<file path="config.mk">
export PLATFORM = sky130hd
export DESIGN_NAME = channel_region_descriptor_parser
export DESIGN_NICKNAME = d
export VERILOG_FILES = /design/src/crdp_pkg.sv /design/src/channel_region_descriptor_parser.sv /design/src/crdp_fifo.sv /design/src/crdp_front.sv /design/src/crdp_back.sv
export SDC_FILE = /design/constraint.sdc
export NUM_CORES = 1
export LEC_CHECK = 0
export ABC_AREA = 1
export BUFFER_PORTS_ARGS = -buffer_cell sky130_fd_sc_hd__buf_4
export CAP_MARGIN = 20
export CORE_MARGIN = 2
export CORE_UTILIZATION = 30
export CTS_CLUSTER_SIZE = 8
export DETAILED_ROUTE_END_ITERATION = 16
export MAX_ROUTING_LAYER = met4
export SLEW_MARGIN = 20
export SYNTH_ARGS = -nofsm -noshare
export SYNTH_HDL_FRONTEND = slang
export SYNTH_SLANG_ARGS = --single-unit
</file>
<file path="constraint.sdc">
create_clock -name clk_i -period 7.9 [get_ports clk_i]
set_input_delay 1.58 -clock clk_i [delete_from_list [all_inputs] [get_ports clk_i]]
set_output_delay 1.58 -clock clk_i [all_outputs]
set_load 0.02 [all_outputs]
</file>
<file path="src/crdp_pkg.sv">
`timescale 1ns / 1ps
// ----------------------------------------------------------------------------
// Channel/region descriptor parser package
// Shared constants, register indexes and the records passed between the
// front end, the internal queue and the parse engine.
// ----------------------------------------------------------------------------
package crdp_pkg;

  // Default depth of the internal and result queues.
  localparam int unsigned QueueDepth = 2;

  // Reset values of the descriptor tag registers.
  localparam logic [7:0] ChannelTagReset = 8'hd3;
  localparam logic [7:0] RegionTagReset  = 8'hd4;

  // Configuration register indexes.
  typedef enum logic [0:0] {
    REG_CHANNEL_TAG = 1'b0,
    REG_REGION_TAG  = 1'b1
  } reg_idx_e;

  // Descriptor class decided by the front end on a first byte.
  typedef enum logic [1:0] {
    CLS_NONE    = 2'd0,
    CLS_CHANNEL = 2'd1,
    CLS_REGION  = 2'd2
  } desc_class_e;

  // Kind of an emitted record.
  typedef enum logic [1:0] {
    KIND_CHANNEL = 2'd0,
    KIND_NAME    = 2'd1,
    KIND_EMPTY   = 2'd2
  } record_kind_e;

  // One classified payload byte.
  typedef struct packed {
    logic [7:0]  data;
    logic [7:0]  len;
    desc_class_e cls;
    logic        first;
  } item_t;

  // One emitted record.
  typedef struct packed {
    record_kind_e kind;
    logic [15:0]  service_id;
    logic [11:0]  channel_number;
    logic [15:0]  region_code;
    logic [15:0]  region_id;
    logic [7:0]   name_char;
    logic         name_last;
  } result_t;

endpackage

</file>
<file path="src/channel_region_descriptor_parser.sv">
`timescale 1ns / 1ps
// Path: a byte that yields a record is written into the internal queue, is
// parsed from its head and has its record written into the result queue,
// where it can be popped; a full result queue holds it in the internal queue.
// Throughput: one byte per cycle, sustained while results are popped; the parse
// engine takes one queued byte per cycle while the result queue has room.
// Reset: asynchronous, active low; clears queues and parse state and loads
// the tag registers with 0xd3 (channel list) and 0xd4 (region names).
// ----------------------------------------------------------------------------
// Channel/region descriptor parser
// Top level: front end with tag registers, internal queue, parse engine
// and result queue.
// ----------------------------------------------------------------------------
module channel_region_descriptor_parser #(
  parameter int unsigned QUEUE_DEPTH  = crdp_pkg::QueueDepth,
  parameter int unsigned RESULT_DEPTH = crdp_pkg::QueueDepth
) (
  input  logic        clk_i,
  input  logic        rst_ni,
  input  logic        cfg_we_i,
  input  logic [0:0]  cfg_idx_i,
  input  logic [7:0]  cfg_data_i,
  input  logic        push,
  output logic        full,
  input  logic [7:0]  data_byte_i,
  input  logic [7:0]  desc_tag_i,
  input  logic [7:0]  desc_length_i,
  input  logic        first_byte_i,
  output logic        empty,
  input  logic        pop,
  output logic [1:0]  record_kind_o,
  output logic [15:0] service_id_o,
  output logic [11:0] channel_number_o,
  output logic [15:0] region_code_o,
  output logic [15:0] region_id_o,
  output logic [7:0]  name_char_o,
  output logic        name_last_o
);

  localparam int unsigned ItemW = $bits(crdp_pkg::item_t);
  localparam int unsigned ResW  = $bits(crdp_pkg::result_t);

  crdp_pkg::item_t   front_item;
  crdp_pkg::item_t   back_item;
  crdp_pkg::result_t back_res;
  crdp_pkg::result_t out_res;
  logic              q_wr, q_full, q_empty, q_rd;
  logic              res_push, res_full;
  logic [ItemW-1:0]  q_rd_data;
  logic [ResW-1:0]   res_rd_data;

  // Front end: tag registers and classification.
  crdp_front u_front (
    .clk_i         (clk_i),
    .rst_ni        (rst_ni),
    .cfg_we_i      (cfg_we_i),
    .cfg_idx_i     (cfg_idx_i),
    .cfg_data_i    (cfg_data_i),
    .push          (push),
    .q_full_i      (q_full),
    .data_byte_i   (data_byte_i),
    .desc_tag_i    (desc_tag_i),
    .desc_length_i (desc_length_i),
    .first_byte_i  (first_byte_i),
    .q_wr_o        (q_wr),
    .item_o        (front_item)
  );

  assign full = q_full;

  // Queue between front end and parse engine.
  crdp_fifo #(
    .WIDTH (ItemW),
    .DEPTH (QUEUE_DEPTH)
  ) u_item_q (
    .clk_i     (clk_i),
    .rst_ni    (rst_ni),
    .wr_en_i   (q_wr),
    .wr_data_i (front_item),
    .rd_en_i   (q_rd),
    .rd_data_o (q_rd_data),
    .full_o    (q_full),
    .empty_o   (q_empty)
  );

  assign back_item = crdp_pkg::item_t'(q_rd_data);

  // Parse engine.
  crdp_back u_back (
    .clk_i        (clk_i),
    .rst_ni       (rst_ni),
    .item_i       (back_item),
    .item_valid_i (!q_empty),
    .out_full_i   (res_full),
    .item_pop_o   (q_rd),
    .res_push_o   (res_push),
    .res_o        (back_res)
  );

  // Result queue toward the consumer.
  crdp_fifo #(
    .WIDTH (ResW),
    .DEPTH (RESULT_DEPTH)
  ) u_res_q (
    .clk_i     (clk_i),
    .rst_ni    (rst_ni),
    .wr_en_i   (res_push),
    .wr_data_i (back_res),
    .rd_en_i   (pop),
    .rd_data_o (res_rd_data),
    .full_o    (res_full),
    .empty_o   (empty)
  );

  // Result fields.
  assign out_res          = crdp_pkg::result_t'(res_rd_data);
  assign record_kind_o    = out_res.kind;
  assign service_id_o     = out_res.service_id;
  assign channel_number_o = out_res.channel_number;
  assign region_code_o    = out_res.region_code;
  assign region_id_o      = out_res.region_id;
  assign name_char_o      = out_res.name_char;
  assign name_last_o      = out_res.name_last;

endmodule

</file>
<file path="src/crdp_fifo.sv">
`timescale 1ns / 1ps
// ----------------------------------------------------------------------------
// Small synchronous queue
// Register-based first-in first-out buffer with full and empty flags.
// ----------------------------------------------------------------------------
module crdp_fifo #(
  parameter int unsigned WIDTH = 8,
  parameter int unsigned DEPTH = crdp_pkg::QueueDepth
) (
  input  logic             clk_i,
  input  logic             rst_ni,
  input  logic             wr_en_i,
  input  logic [WIDTH-1:0] wr_data_i,
  input  logic             rd_en_i,
  output logic [WIDTH-1:0] rd_data_o,
  output logic             full_o,
  output logic             empty_o
);

  localparam int unsigned PtrW = (DEPTH > 1) ? $clog2(DEPTH) : 1;
  localparam int unsigned CntW = $clog2(DEPTH + 1);
  localparam logic [PtrW-1:0] LastPtr = PtrW'(DEPTH - 1);
  localparam logic [CntW-1:0] FullCnt = CntW'(DEPTH);

  logic [WIDTH-1:0] mem_q [DEPTH];
  logic [PtrW-1:0]  wr_ptr_q, wr_ptr_d;
  logic [PtrW-1:0]  rd_ptr_q, rd_ptr_d;
  logic [CntW-1:0]  count_q, count_d;
  logic             do_wr, do_rd;

  assign full_o    = (count_q == FullCnt);
  assign empty_o   = (count_q == '0);
  assign do_wr     = wr_en_i && !full_o;
  assign do_rd     = rd_en_i && !empty_o;
  assign rd_data_o = mem_q[rd_ptr_q];

  // Pointer and occupancy update.
  always_comb begin
    wr_ptr_d = wr_ptr_q;
    rd_ptr_d = rd_ptr_q;
    count_d  = count_q;
    if (do_wr) begin
      wr_ptr_d = (wr_ptr_q == LastPtr) ? '0 : wr_ptr_q + 1'b1;
    end
    if (do_rd) begin
      rd_ptr_d = (rd_ptr_q == LastPtr) ? '0 : rd_ptr_q + 1'b1;
    end
    if (do_wr && !do_rd) begin
      count_d = count_q + 1'b1;
    end else if (do_rd && !do_wr) begin
      count_d = count_q - 1'b1;
    end
  end

  always_ff @(posedge clk_i or negedge rst_ni) begin
    if (!rst_ni) begin
      wr_ptr_q <= '0;
      rd_ptr_q <= '0;
      count_q  <= '0;
    end else begin
      wr_ptr_q <= wr_ptr_d;
      rd_ptr_q <= rd_ptr_d;
      count_q  <= count_d;
    end
  end

  // Storage write.
  always_ff @(posedge clk_i) begin
    if (do_wr) begin
      mem_q[wr_ptr_q] <= wr_data_i;
    end
  end

endmodule

</file>
<file path="src/crdp_front.sv">
`timescale 1ns / 1ps
// ----------------------------------------------------------------------------
// Descriptor parser front end
// Holds the tag registers, accepts payload bytes and classifies each
// descriptor by its tag on the first byte.
// ----------------------------------------------------------------------------
module crdp_front (
  input  logic                  clk_i,
  input  logic                  rst_ni,
  input  logic                  cfg_we_i,
  input  logic [0:0]            cfg_idx_i,
  input  logic [7:0]            cfg_data_i,
  input  logic                  push,
  input  logic                  q_full_i,
  input  logic [7:0]            data_byte_i,
  input  logic [7:0]            desc_tag_i,
  input  logic [7:0]            desc_length_i,
  input  logic                  first_byte_i,
  output logic                  q_wr_o,
  output crdp_pkg::item_t       item_o
);

  logic [7:0] chan_tag_q;
  logic [7:0] region_tag_q;

  // Tag registers, written through the configuration port.
  always_ff @(posedge clk_i or negedge rst_ni) begin
    if (!rst_ni) begin
      chan_tag_q   <= crdp_pkg::ChannelTagReset;
      region_tag_q <= crdp_pkg::RegionTagReset;
    end else if (cfg_we_i) begin
      unique case (crdp_pkg::reg_idx_e'(cfg_idx_i))
        crdp_pkg::REG_CHANNEL_TAG: chan_tag_q   <= cfg_data_i;
        crdp_pkg::REG_REGION_TAG:  region_tag_q <= cfg_data_i;
        default: ;
      endcase
    end
  end

  // Classification; a channel match wins when both tags are equal.
  always_comb begin
    item_o.data  = data_byte_i;
    item_o.len   = desc_length_i;
    item_o.first = first_byte_i;
    priority if (desc_tag_i == chan_tag_q) begin
      item_o.cls = crdp_pkg::CLS_CHANNEL;
    end else if (desc_tag_i == region_tag_q) begin
      item_o.cls = crdp_pkg::CLS_REGION;
    end else begin
      item_o.cls = crdp_pkg::CLS_NONE;
    end
  end

  assign q_wr_o = push && !q_full_i;

endmodule

</file>
<file path="src/crdp_back.sv">
`timescale 1ns / 1ps
// ----------------------------------------------------------------------------
// Descriptor parser engine
// Walks group headers, channel entries and region names one byte per cycle
// while the result queue has room and produces at most one record per byte.
// ----------------------------------------------------------------------------
module crdp_back (
  input  logic                  clk_i,
  input  logic                  rst_ni,
  input  crdp_pkg::item_t       item_i,
  input  logic                  item_valid_i,
  input  logic                  out_full_i,
  output logic                  item_pop_o,
  output logic                  res_push_o,
  output crdp_pkg::result_t     res_o
);

  localparam logic [2:0] PhIdle   = 3'd0;
  localparam logic [2:0] PhChHdr  = 3'd1;
  localparam logic [2:0] PhChEnt  = 3'd2;
  localparam logic [2:0] PhRgHdr  = 3'd3;
  localparam logic [2:0] PhRgName = 3'd4;

  localparam logic [2:0] ChLenPos = 3'd4;
  localparam logic [2:0] RgLenPos = 3'd5;
  localparam logic [1:0] EntLast  = 2'd3;

  logic [2:0]  phase_q, phase_d, phase_v;
  logic [2:0]  hdr_pos_q, hdr_pos_d, hdr_pos_v;
  logic [7:0]  desc_left_q, desc_left_d, desc_left_v, left_dec;
  logic [7:0]  grp_left_q, grp_left_d, grp_left_v, grp_dec;
  logic [1:0]  ent_pos_q, ent_pos_d, ent_pos_v;
  logic [15:0] sid_q, sid_d;
  logic [15:0] rid_q, rid_d;
  logic [23:0] ebytes_q, ebytes_d;
  logic        res_valid;
  logic [7:0]  b;

  // The engine advances whenever a byte is waiting and a result has room.
  assign item_pop_o = item_valid_i && !out_full_i;
  assign res_push_o = item_pop_o && res_valid;
  assign b          = item_i.data;

  // Next-state and record logic for one byte.
  always_comb begin
    phase_v     = phase_q;
    hdr_pos_v   = hdr_pos_q;
    desc_left_v = desc_left_q;
    grp_left_v  = grp_left_q;
    ent_pos_v   = ent_pos_q;
    if (item_i.first) begin
      desc_left_v = item_i.len;
      hdr_pos_v   = '0;
      ent_pos_v   = '0;
      grp_left_v  = '0;
      unique case (item_i.cls)
        crdp_pkg::CLS_CHANNEL: phase_v = PhChHdr;
        crdp_pkg::CLS_REGION:  phase_v = PhRgHdr;
        default:               phase_v = PhIdle;
      endcase
    end

    left_dec = desc_left_v - 8'd1;
    grp_dec  = grp_left_v - 8'd1;

    phase_d     = phase_v;
    hdr_pos_d   = hdr_pos_v;
    desc_left_d = desc_left_v;
    grp_left_d  = grp_left_v;
    ent_pos_d   = ent_pos_v;
    sid_d       = sid_q;
    rid_d       = rid_q;
    ebytes_d    = ebytes_q;
    res_valid   = 1'b0;
    res_o       = '0;

    if (desc_left_v == '0) begin
      // Byte beyond the descriptor payload.
      phase_d = PhIdle;
    end else begin
      desc_left_d = left_dec;
      unique case (phase_v)
        PhChHdr: begin
          if (hdr_pos_v == ChLenPos) begin
            hdr_pos_d = '0;
            if (b > left_dec) begin
              phase_d = PhIdle;
            end else if (b != '0) begin
              grp_left_d = b;
              ent_pos_d  = '0;
              phase_d    = PhChEnt;
            end
          end else begin
            if (hdr_pos_v == 3'd0) begin
              sid_d = {b, 8'h00};
            end else if (hdr_pos_v == 3'd1) begin
              sid_d = {sid_q[15:8], b};
            end
            hdr_pos_d = hdr_pos_v + 3'd1;
          end
        end
        PhChEnt: begin
          grp_left_d = grp_dec;
          if (ent_pos_v == EntLast) begin
            res_valid            = 1'b1;
            res_o.kind           = crdp_pkg::KIND_CHANNEL;
            res_o.service_id     = sid_q;
            res_o.channel_number = ebytes_q[19:8];
            res_o.region_code    = {ebytes_q[7:0], b};
            ent_pos_d            = '0;
          end else begin
            ebytes_d  = {ebytes_q[15:0], b};
            ent_pos_d = ent_pos_v + 2'd1;
          end
          // End of the loop drops any partial entry.
          if (grp_dec == '0) begin
            ent_pos_d = '0;
            hdr_pos_d = '0;
            phase_d   = PhChHdr;
          end
        end
        PhRgHdr: begin
          if (hdr_pos_v == RgLenPos) begin
            hdr_pos_d = '0;
            if (b > left_dec) begin
              phase_d = PhIdle;
            end else if (b == '0) begin
              res_valid       = 1'b1;
              res_o.kind      = crdp_pkg::KIND_EMPTY;
              res_o.region_id = rid_q;
              res_o.name_last = 1'b1;
            end else begin
              grp_left_d = b;
              phase_d    = PhRgName;
            end
          end else begin
            if (hdr_pos_v == 3'd0) begin
              rid_d = {b, 8'h00};
            end else if (hdr_pos_v == 3'd1) begin
              rid_d = {rid_q[15:8], b};
            end
            hdr_pos_d = hdr_pos_v + 3'd1;
          end
        end
        PhRgName: begin
          grp_left_d      = grp_dec;
          res_valid       = 1'b1;
          res_o.kind      = crdp_pkg::KIND_NAME;
          res_o.region_id = rid_q;
          res_o.name_char = b;
          res_o.name_last = (grp_dec == '0);
          if (grp_dec == '0) begin
            hdr_pos_d = '0;
            phase_d   = PhRgHdr;
          end
        end
        default: begin
          phase_d = PhIdle;
        end
      endcase
    end
  end

  // Parse state registers.
  always_ff @(posedge clk_i or negedge rst_ni) begin
    if (!rst_ni) begin
      phase_q     <= PhIdle;
      hdr_pos_q   <= '0;
      desc_left_q <= '0;
      grp_left_q  <= '0;
      ent_pos_q   <= '0;
      sid_q       <= '0;
      rid_q       <= '0;
      ebytes_q    <= '0;
    end else if (item_pop_o) begin
      phase_q     <= phase_d;
      hdr_pos_q   <= hdr_pos_d;
      desc_left_q <= desc_left_d;
      grp_left_q  <= grp_left_d;
      ent_pos_q   <= ent_pos_d;
      sid_q       <= sid_d;
      rid_q       <= rid_d;
      ebytes_q    <= ebytes_d;
    end
  end

  // A record is only produced for a byte that is consumed.
  assert property (@(posedge clk_i) disable iff (!rst_ni)
    res_push_o |-> item_pop_o)
    else $error("record pushed without consuming a byte");

  // A channel record always closes its entry.
  assert property (@(posedge clk_i) disable iff (!rst_ni)
    (res_push_o && res_o.kind == crdp_pkg::KIND_CHANNEL) |=> (ent_pos_q == '0))
    else $error("entry position not cleared after a channel record");

  // Without a new descriptor the remaining byte count never grows.
  assert property (@(posedge clk_i) disable iff (!rst_ni)
    (item_pop_o && !item_i.first) |=> (desc_left_q <= $past(desc_left_q)))
    else $error("descriptor byte count grew inside a descriptor");

  // Inside a loop or a name there is always at least one byte left.
  assert property (@(posedge clk_i) disable iff (!rst_ni)
    (phase_q == PhChEnt || phase_q == PhRgName) |-> (grp_left_q != '0))
    else $error("group byte count empty inside a group");

endmodule

</file>
==> results.toml <==
[timing]
post-route-min-period_ns = 5.69
fmaxAchievable_mhz = 176
timing.final.setup_violations = 0
tightest_pin_transition_ns = 0.952
finalHoldViolations = 0
final_min_period_over_clock_period = 0.720
drv_slew = 0
slew_headroom = 0.363
grt_setup_unrepaired = "no"
setup_skew_ns = 0.0206
tns_ns = 0

[power_and_ir_drop]
pwr_density_cell_nw_per_um2 = 401
post-layout-total-power_mw = 6.11
power.static_leakage_nw = 6.59
maximum_vdd_drop_v = 0.000154

[routing]
vias_per_cell = 4.55
overall_routed_net_length_um = 30900
first_pass_iters = 5
post_route_ant_nets = 0
first_iter_violations = 483
maxUsedRoutingLayer = "met4"
vias = 9098
routed-wl-met2_um = 14400
met3_length_um = 1470
drc = 0
detail_route.wirelength.met1_um = 14300
wire_length_per_cell_um = 15.4

[synth]
synth_largest_area_cell = "sky130_fd_sc_hd__edfxtp_1"
syn-num-nets = 1372
synth_top_area_share = 0.425
ys_top_cells_by_area = "sky130_fd_sc_hd__edfxtp_1 42%, sky130_fd_sc_hd__dfrtp_1 18%, sky130_fd_sc_hd__nand2_1 13%"
syn-cell-area_sq_um = 12700
synth_top_flop_cell = "sky130_fd_sc_hd__edfxtp_1"
yosys.cell_types.count = 43
sequential_fraction_of_the_synthesis_area = 0.622
postSynthCellCount = 1313
ys.warnings.count = 0
number_of_enable_type_register_cells_in_the_synthesized_netlist = 180
ys_seq_elements = 280
asyncSetResetFlopFracSynth = 0.357
synth_area_per_cell_sq_um = 9.69

[outcome]
outcome = "finished clean"

[final_layout]
layout.cells.most_common = "sky130_fd_sc_hd__nand2_1"
layout_common_cells = "456 x sky130_fd_sc_hd__nand2_1, 180 x sky130_fd_sc_hd__edfxtp_1, 122 x sky130_fd_sc_hd__buf_4"
syn_to_final_growth_pct = 19.7
layout-drive-gt1-share = 0.161
diodes = 0
layout.nets = 1491

[clock_network]
cts_hold_repair.buffers = 0
ctsLongestPathBuffers = 3
numCtsBuffers = 40
numClockSinks = 280
clk_pin_slew_ns = 0.05
cts-root-buf = "sky130_fd_sc_hd__clkbuf_16"
clock_latency_ns = 0.54
post_cts_buffers = 0
htree_levels = 2
cts_resized = 0
tritoncts = "built"

[grt]
first_pass_grt_wire_length_um = 49800
number_of_antenna_violations_at_the_first_check_in_global_routing = 0
grt_util_all_layers = 0.147
grt_overflow = 0
grt_max_degree = 72
number_of_global_route_vias_before_repair = 9160

[floorplan]
die_y_um = 210
floorplan.die_area_sq_um = 44100
initial_util = 0.303
num_rows = 75
die_x_um = 210
core_sq_um = 41900
pin_count = 112

[flow_run]
drv.max_cap_violation_count = 0

[worst_hold_path]
holdCritPathClass = "flop to flop"
hold-path-cell-count = 2
timing.hold.worst.start = "u_res_q.wr_ptr_q$_DFFE_PN0P_"
min_delay_worst_endpoint = "u_res_q.wr_ptr_q$_DFFE_PN0P_"

[placed_design]
dpl.hpwl_um = 20900
finalWeightedCongestion = 0.844
buffer_ports.inserted = 111

[worst_setup_path]
endpoint_kind = "flop"
maximum_fanout_along_the_worst_path = 48
critical_path.startpoint_type = "flop"
critical_path.reg2reg.startpoint = "u_item_q.rd_ptr_q$_DFFE_PN0P_"
critPathArrivalTime_ns = 5.95
criticalPathCategory = "flop to flop"
timing.reg2reg.worst_path_depth = 24
reg2reg_setup_slack_ns = 2.21
capture_point_of_the_worst_reg_to_reg_path = "u_res_q.mem_q[0][0]$_DFFE_PP_"
worstPathRequired_ns = 8.16
-- worst max-delay path, cell delays in order (launching register included) --
cell and delay, ns:
sky130_fd_sc_hd__dfrtp_1 0.96, sky130_fd_sc_hd__inv_6 0.17, sky130_fd_sc_hd__nand2_4 0.15, sky130_fd_sc_hd__nand2_4 0.17
sky130_fd_sc_hd__o21ai_1 0.41, sky130_fd_sc_hd__ha_1 0.27, sky130_fd_sc_hd__nand2_1 0.08, sky130_fd_sc_hd__nor2_1 0.17
sky130_fd_sc_hd__nand3_1 0.09, sky130_fd_sc_hd__nand2_1 0.07, sky130_fd_sc_hd__o21ai_0 0.08, sky130_fd_sc_hd__inv_1 0.10
sky130_fd_sc_hd__ha_1 0.12, sky130_fd_sc_hd__nand2_1 0.06, sky130_fd_sc_hd__nor2_1 0.16, sky130_fd_sc_hd__nand2_1 0.07
sky130_fd_sc_hd__nand2_1 0.06, sky130_fd_sc_hd__nand2_1 0.13, sky130_fd_sc_hd__nand4_1 0.16, sky130_fd_sc_hd__nand2_1 0.08
sky130_fd_sc_hd__inv_2 0.32, sky130_fd_sc_hd__o21ai_2 0.11, sky130_fd_sc_hd__nand3_1 0.13, sky130_fd_sc_hd__clkinv_2 0.68
sky130_fd_sc_hd__buf_4 0.54
-- cell type report --
cell class                      count  area, sq um
Clock buffer                       69         1110
Clock inverter                      3         66.3
Fill cell                        4178        26700
Tap cell                          539          674
Inverter                          129          490
Sequential cell                   280         7920
Timing Repair Buffer              122          916
Multi-Input combinational cell    859         4050
-- per-layer routing --
layer | GRT usage | vias up
li1 | - | 4509
met1 | 0.196 | 4306
met2 | 0.233 | 227
met3 | 0.0229 | 56
met4 | 0.0438 | 0
met5 | - | -
-- power by group --
part	switching, mW	total [mW]	internal (mW)
clock network	0.635	1.59	0.956
registers	0.164	1.98	1.81
logic	1.72	2.54	0.820
-- synthesized netlist by cell type, types with 2 or more instances --
library cell,n
sky130_fd_sc_hd__buf_4,9
sky130_fd_sc_hd__nand2_1,456
sky130_fd_sc_hd__nor2_1,103
sky130_fd_sc_hd__edfxtp_1,180
sky130_fd_sc_hd__nand3b_1,2
sky130_fd_sc_hd__nand3_1,41
sky130_fd_sc_hd__o21ai_1,53
sky130_fd_sc_hd__buf_1,2
sky130_fd_sc_hd__buf_2,7
sky130_fd_sc_hd__o21ai_0,52
sky130_fd_sc_hd__clkbuf_1,19
sky130_fd_sc_hd__xnor2_1,21
sky130_fd_sc_hd__nand3_2,4
sky130_fd_sc_hd__inv_1,120
sky130_fd_sc_hd__a21oi_1,21
sky130_fd_sc_hd__nand2_4,4
sky130_fd_sc_hd__o21ai_2,6
sky130_fd_sc_hd__nand4_1,15
sky130_fd_sc_hd__o21a_1,2
sky130_fd_sc_hd__clkinv_1,2
sky130_fd_sc_hd__ha_1,20
sky130_fd_sc_hd__nand2_2,18
sky130_fd_sc_hd__xor2_1,7
sky130_fd_sc_hd__dfrtp_1,91
sky130_fd_sc_hd__inv_2,6
sky130_fd_sc_hd__nor2_2,16
sky130_fd_sc_hd__buf_6,7
sky130_fd_sc_hd__dfstp_2,9
sky130_fd_sc_hd__o22ai_1,6
-- worst max-delay path by stage --
stage                                           to  depth (start not counted)                     startpoint  slack (ns)
finish               u_res_q.mem_q[0][0]$_DFFE_PP_                         24  u_item_q.rd_ptr_q$_DFFE_PN0P_        2.21
global route         u_res_q.mem_q[0][0]$_DFFE_PP_                         24  u_item_q.rd_ptr_q$_DFFE_PN0P_        1.62
CTS                  u_res_q.mem_q[0][0]$_DFFE_PP_                         23  u_item_q.rd_ptr_q$_DFFE_PN0P_        2.15
detailed placement   u_res_q.mem_q[0][0]$_DFFE_PP_                         23  u_item_q.rd_ptr_q$_DFFE_PN0P_        2.15
global placement    u_res_q.mem_q[0][13]$_DFFE_PP_                         23  u_item_q.rd_ptr_q$_DFFE_PN0P_        2.24
floorplan            u_res_q.mem_q[1][0]$_DFFE_PP_                         24  u_item_q.rd_ptr_q$_DFFE_PN0P_        1.51
-- flip-flops by register name (all words and copies together), names as in the netlist, 3 cells and up --
register and cells:
u_back.phase_q 3, u_front.chan_tag_q 8, u_back.ebytes_q 20, u_res_q.mem_q 142, u_front.region_tag_q 8, u_item_q.mem_q 38
u_back.grp_left_q 8, u_back.desc_left_q 8, u_back.sid_q 16, u_back.hdr_pos_q 3, u_back.rid_q 16
-- cell families after synthesis --
kind of cell             Yosys count  synth area share
adder cells (fa/ha/maj)           20            0.0197
AND/OR/NAND/NOR                  664             0.216
multiplexers                       1          0.000786
AO/OA/AOI/OAI                    146            0.0624
XOR/XNOR                          28            0.0193
buffers and inverters            174            0.0601
flip-flops                       280             0.622
-- metrics by stage --
step           std cells  setup slack (ns)  hold slack, ns  cell area [sq um]   util
3_3_place_gp        1929              2.24           0.456              14100  0.335
4_1_cts             2001              2.15           0.479              15200  0.363
5_1_grt             2001              1.62           0.510              15200  0.363
2_1_floorplan       1313              1.51           0.442              12700      -
3_5_place_dp        1929              2.15           0.468              14100  0.335
6_report            2001              2.21           0.479              15200  0.363
(Power assumes the default switching activity.)
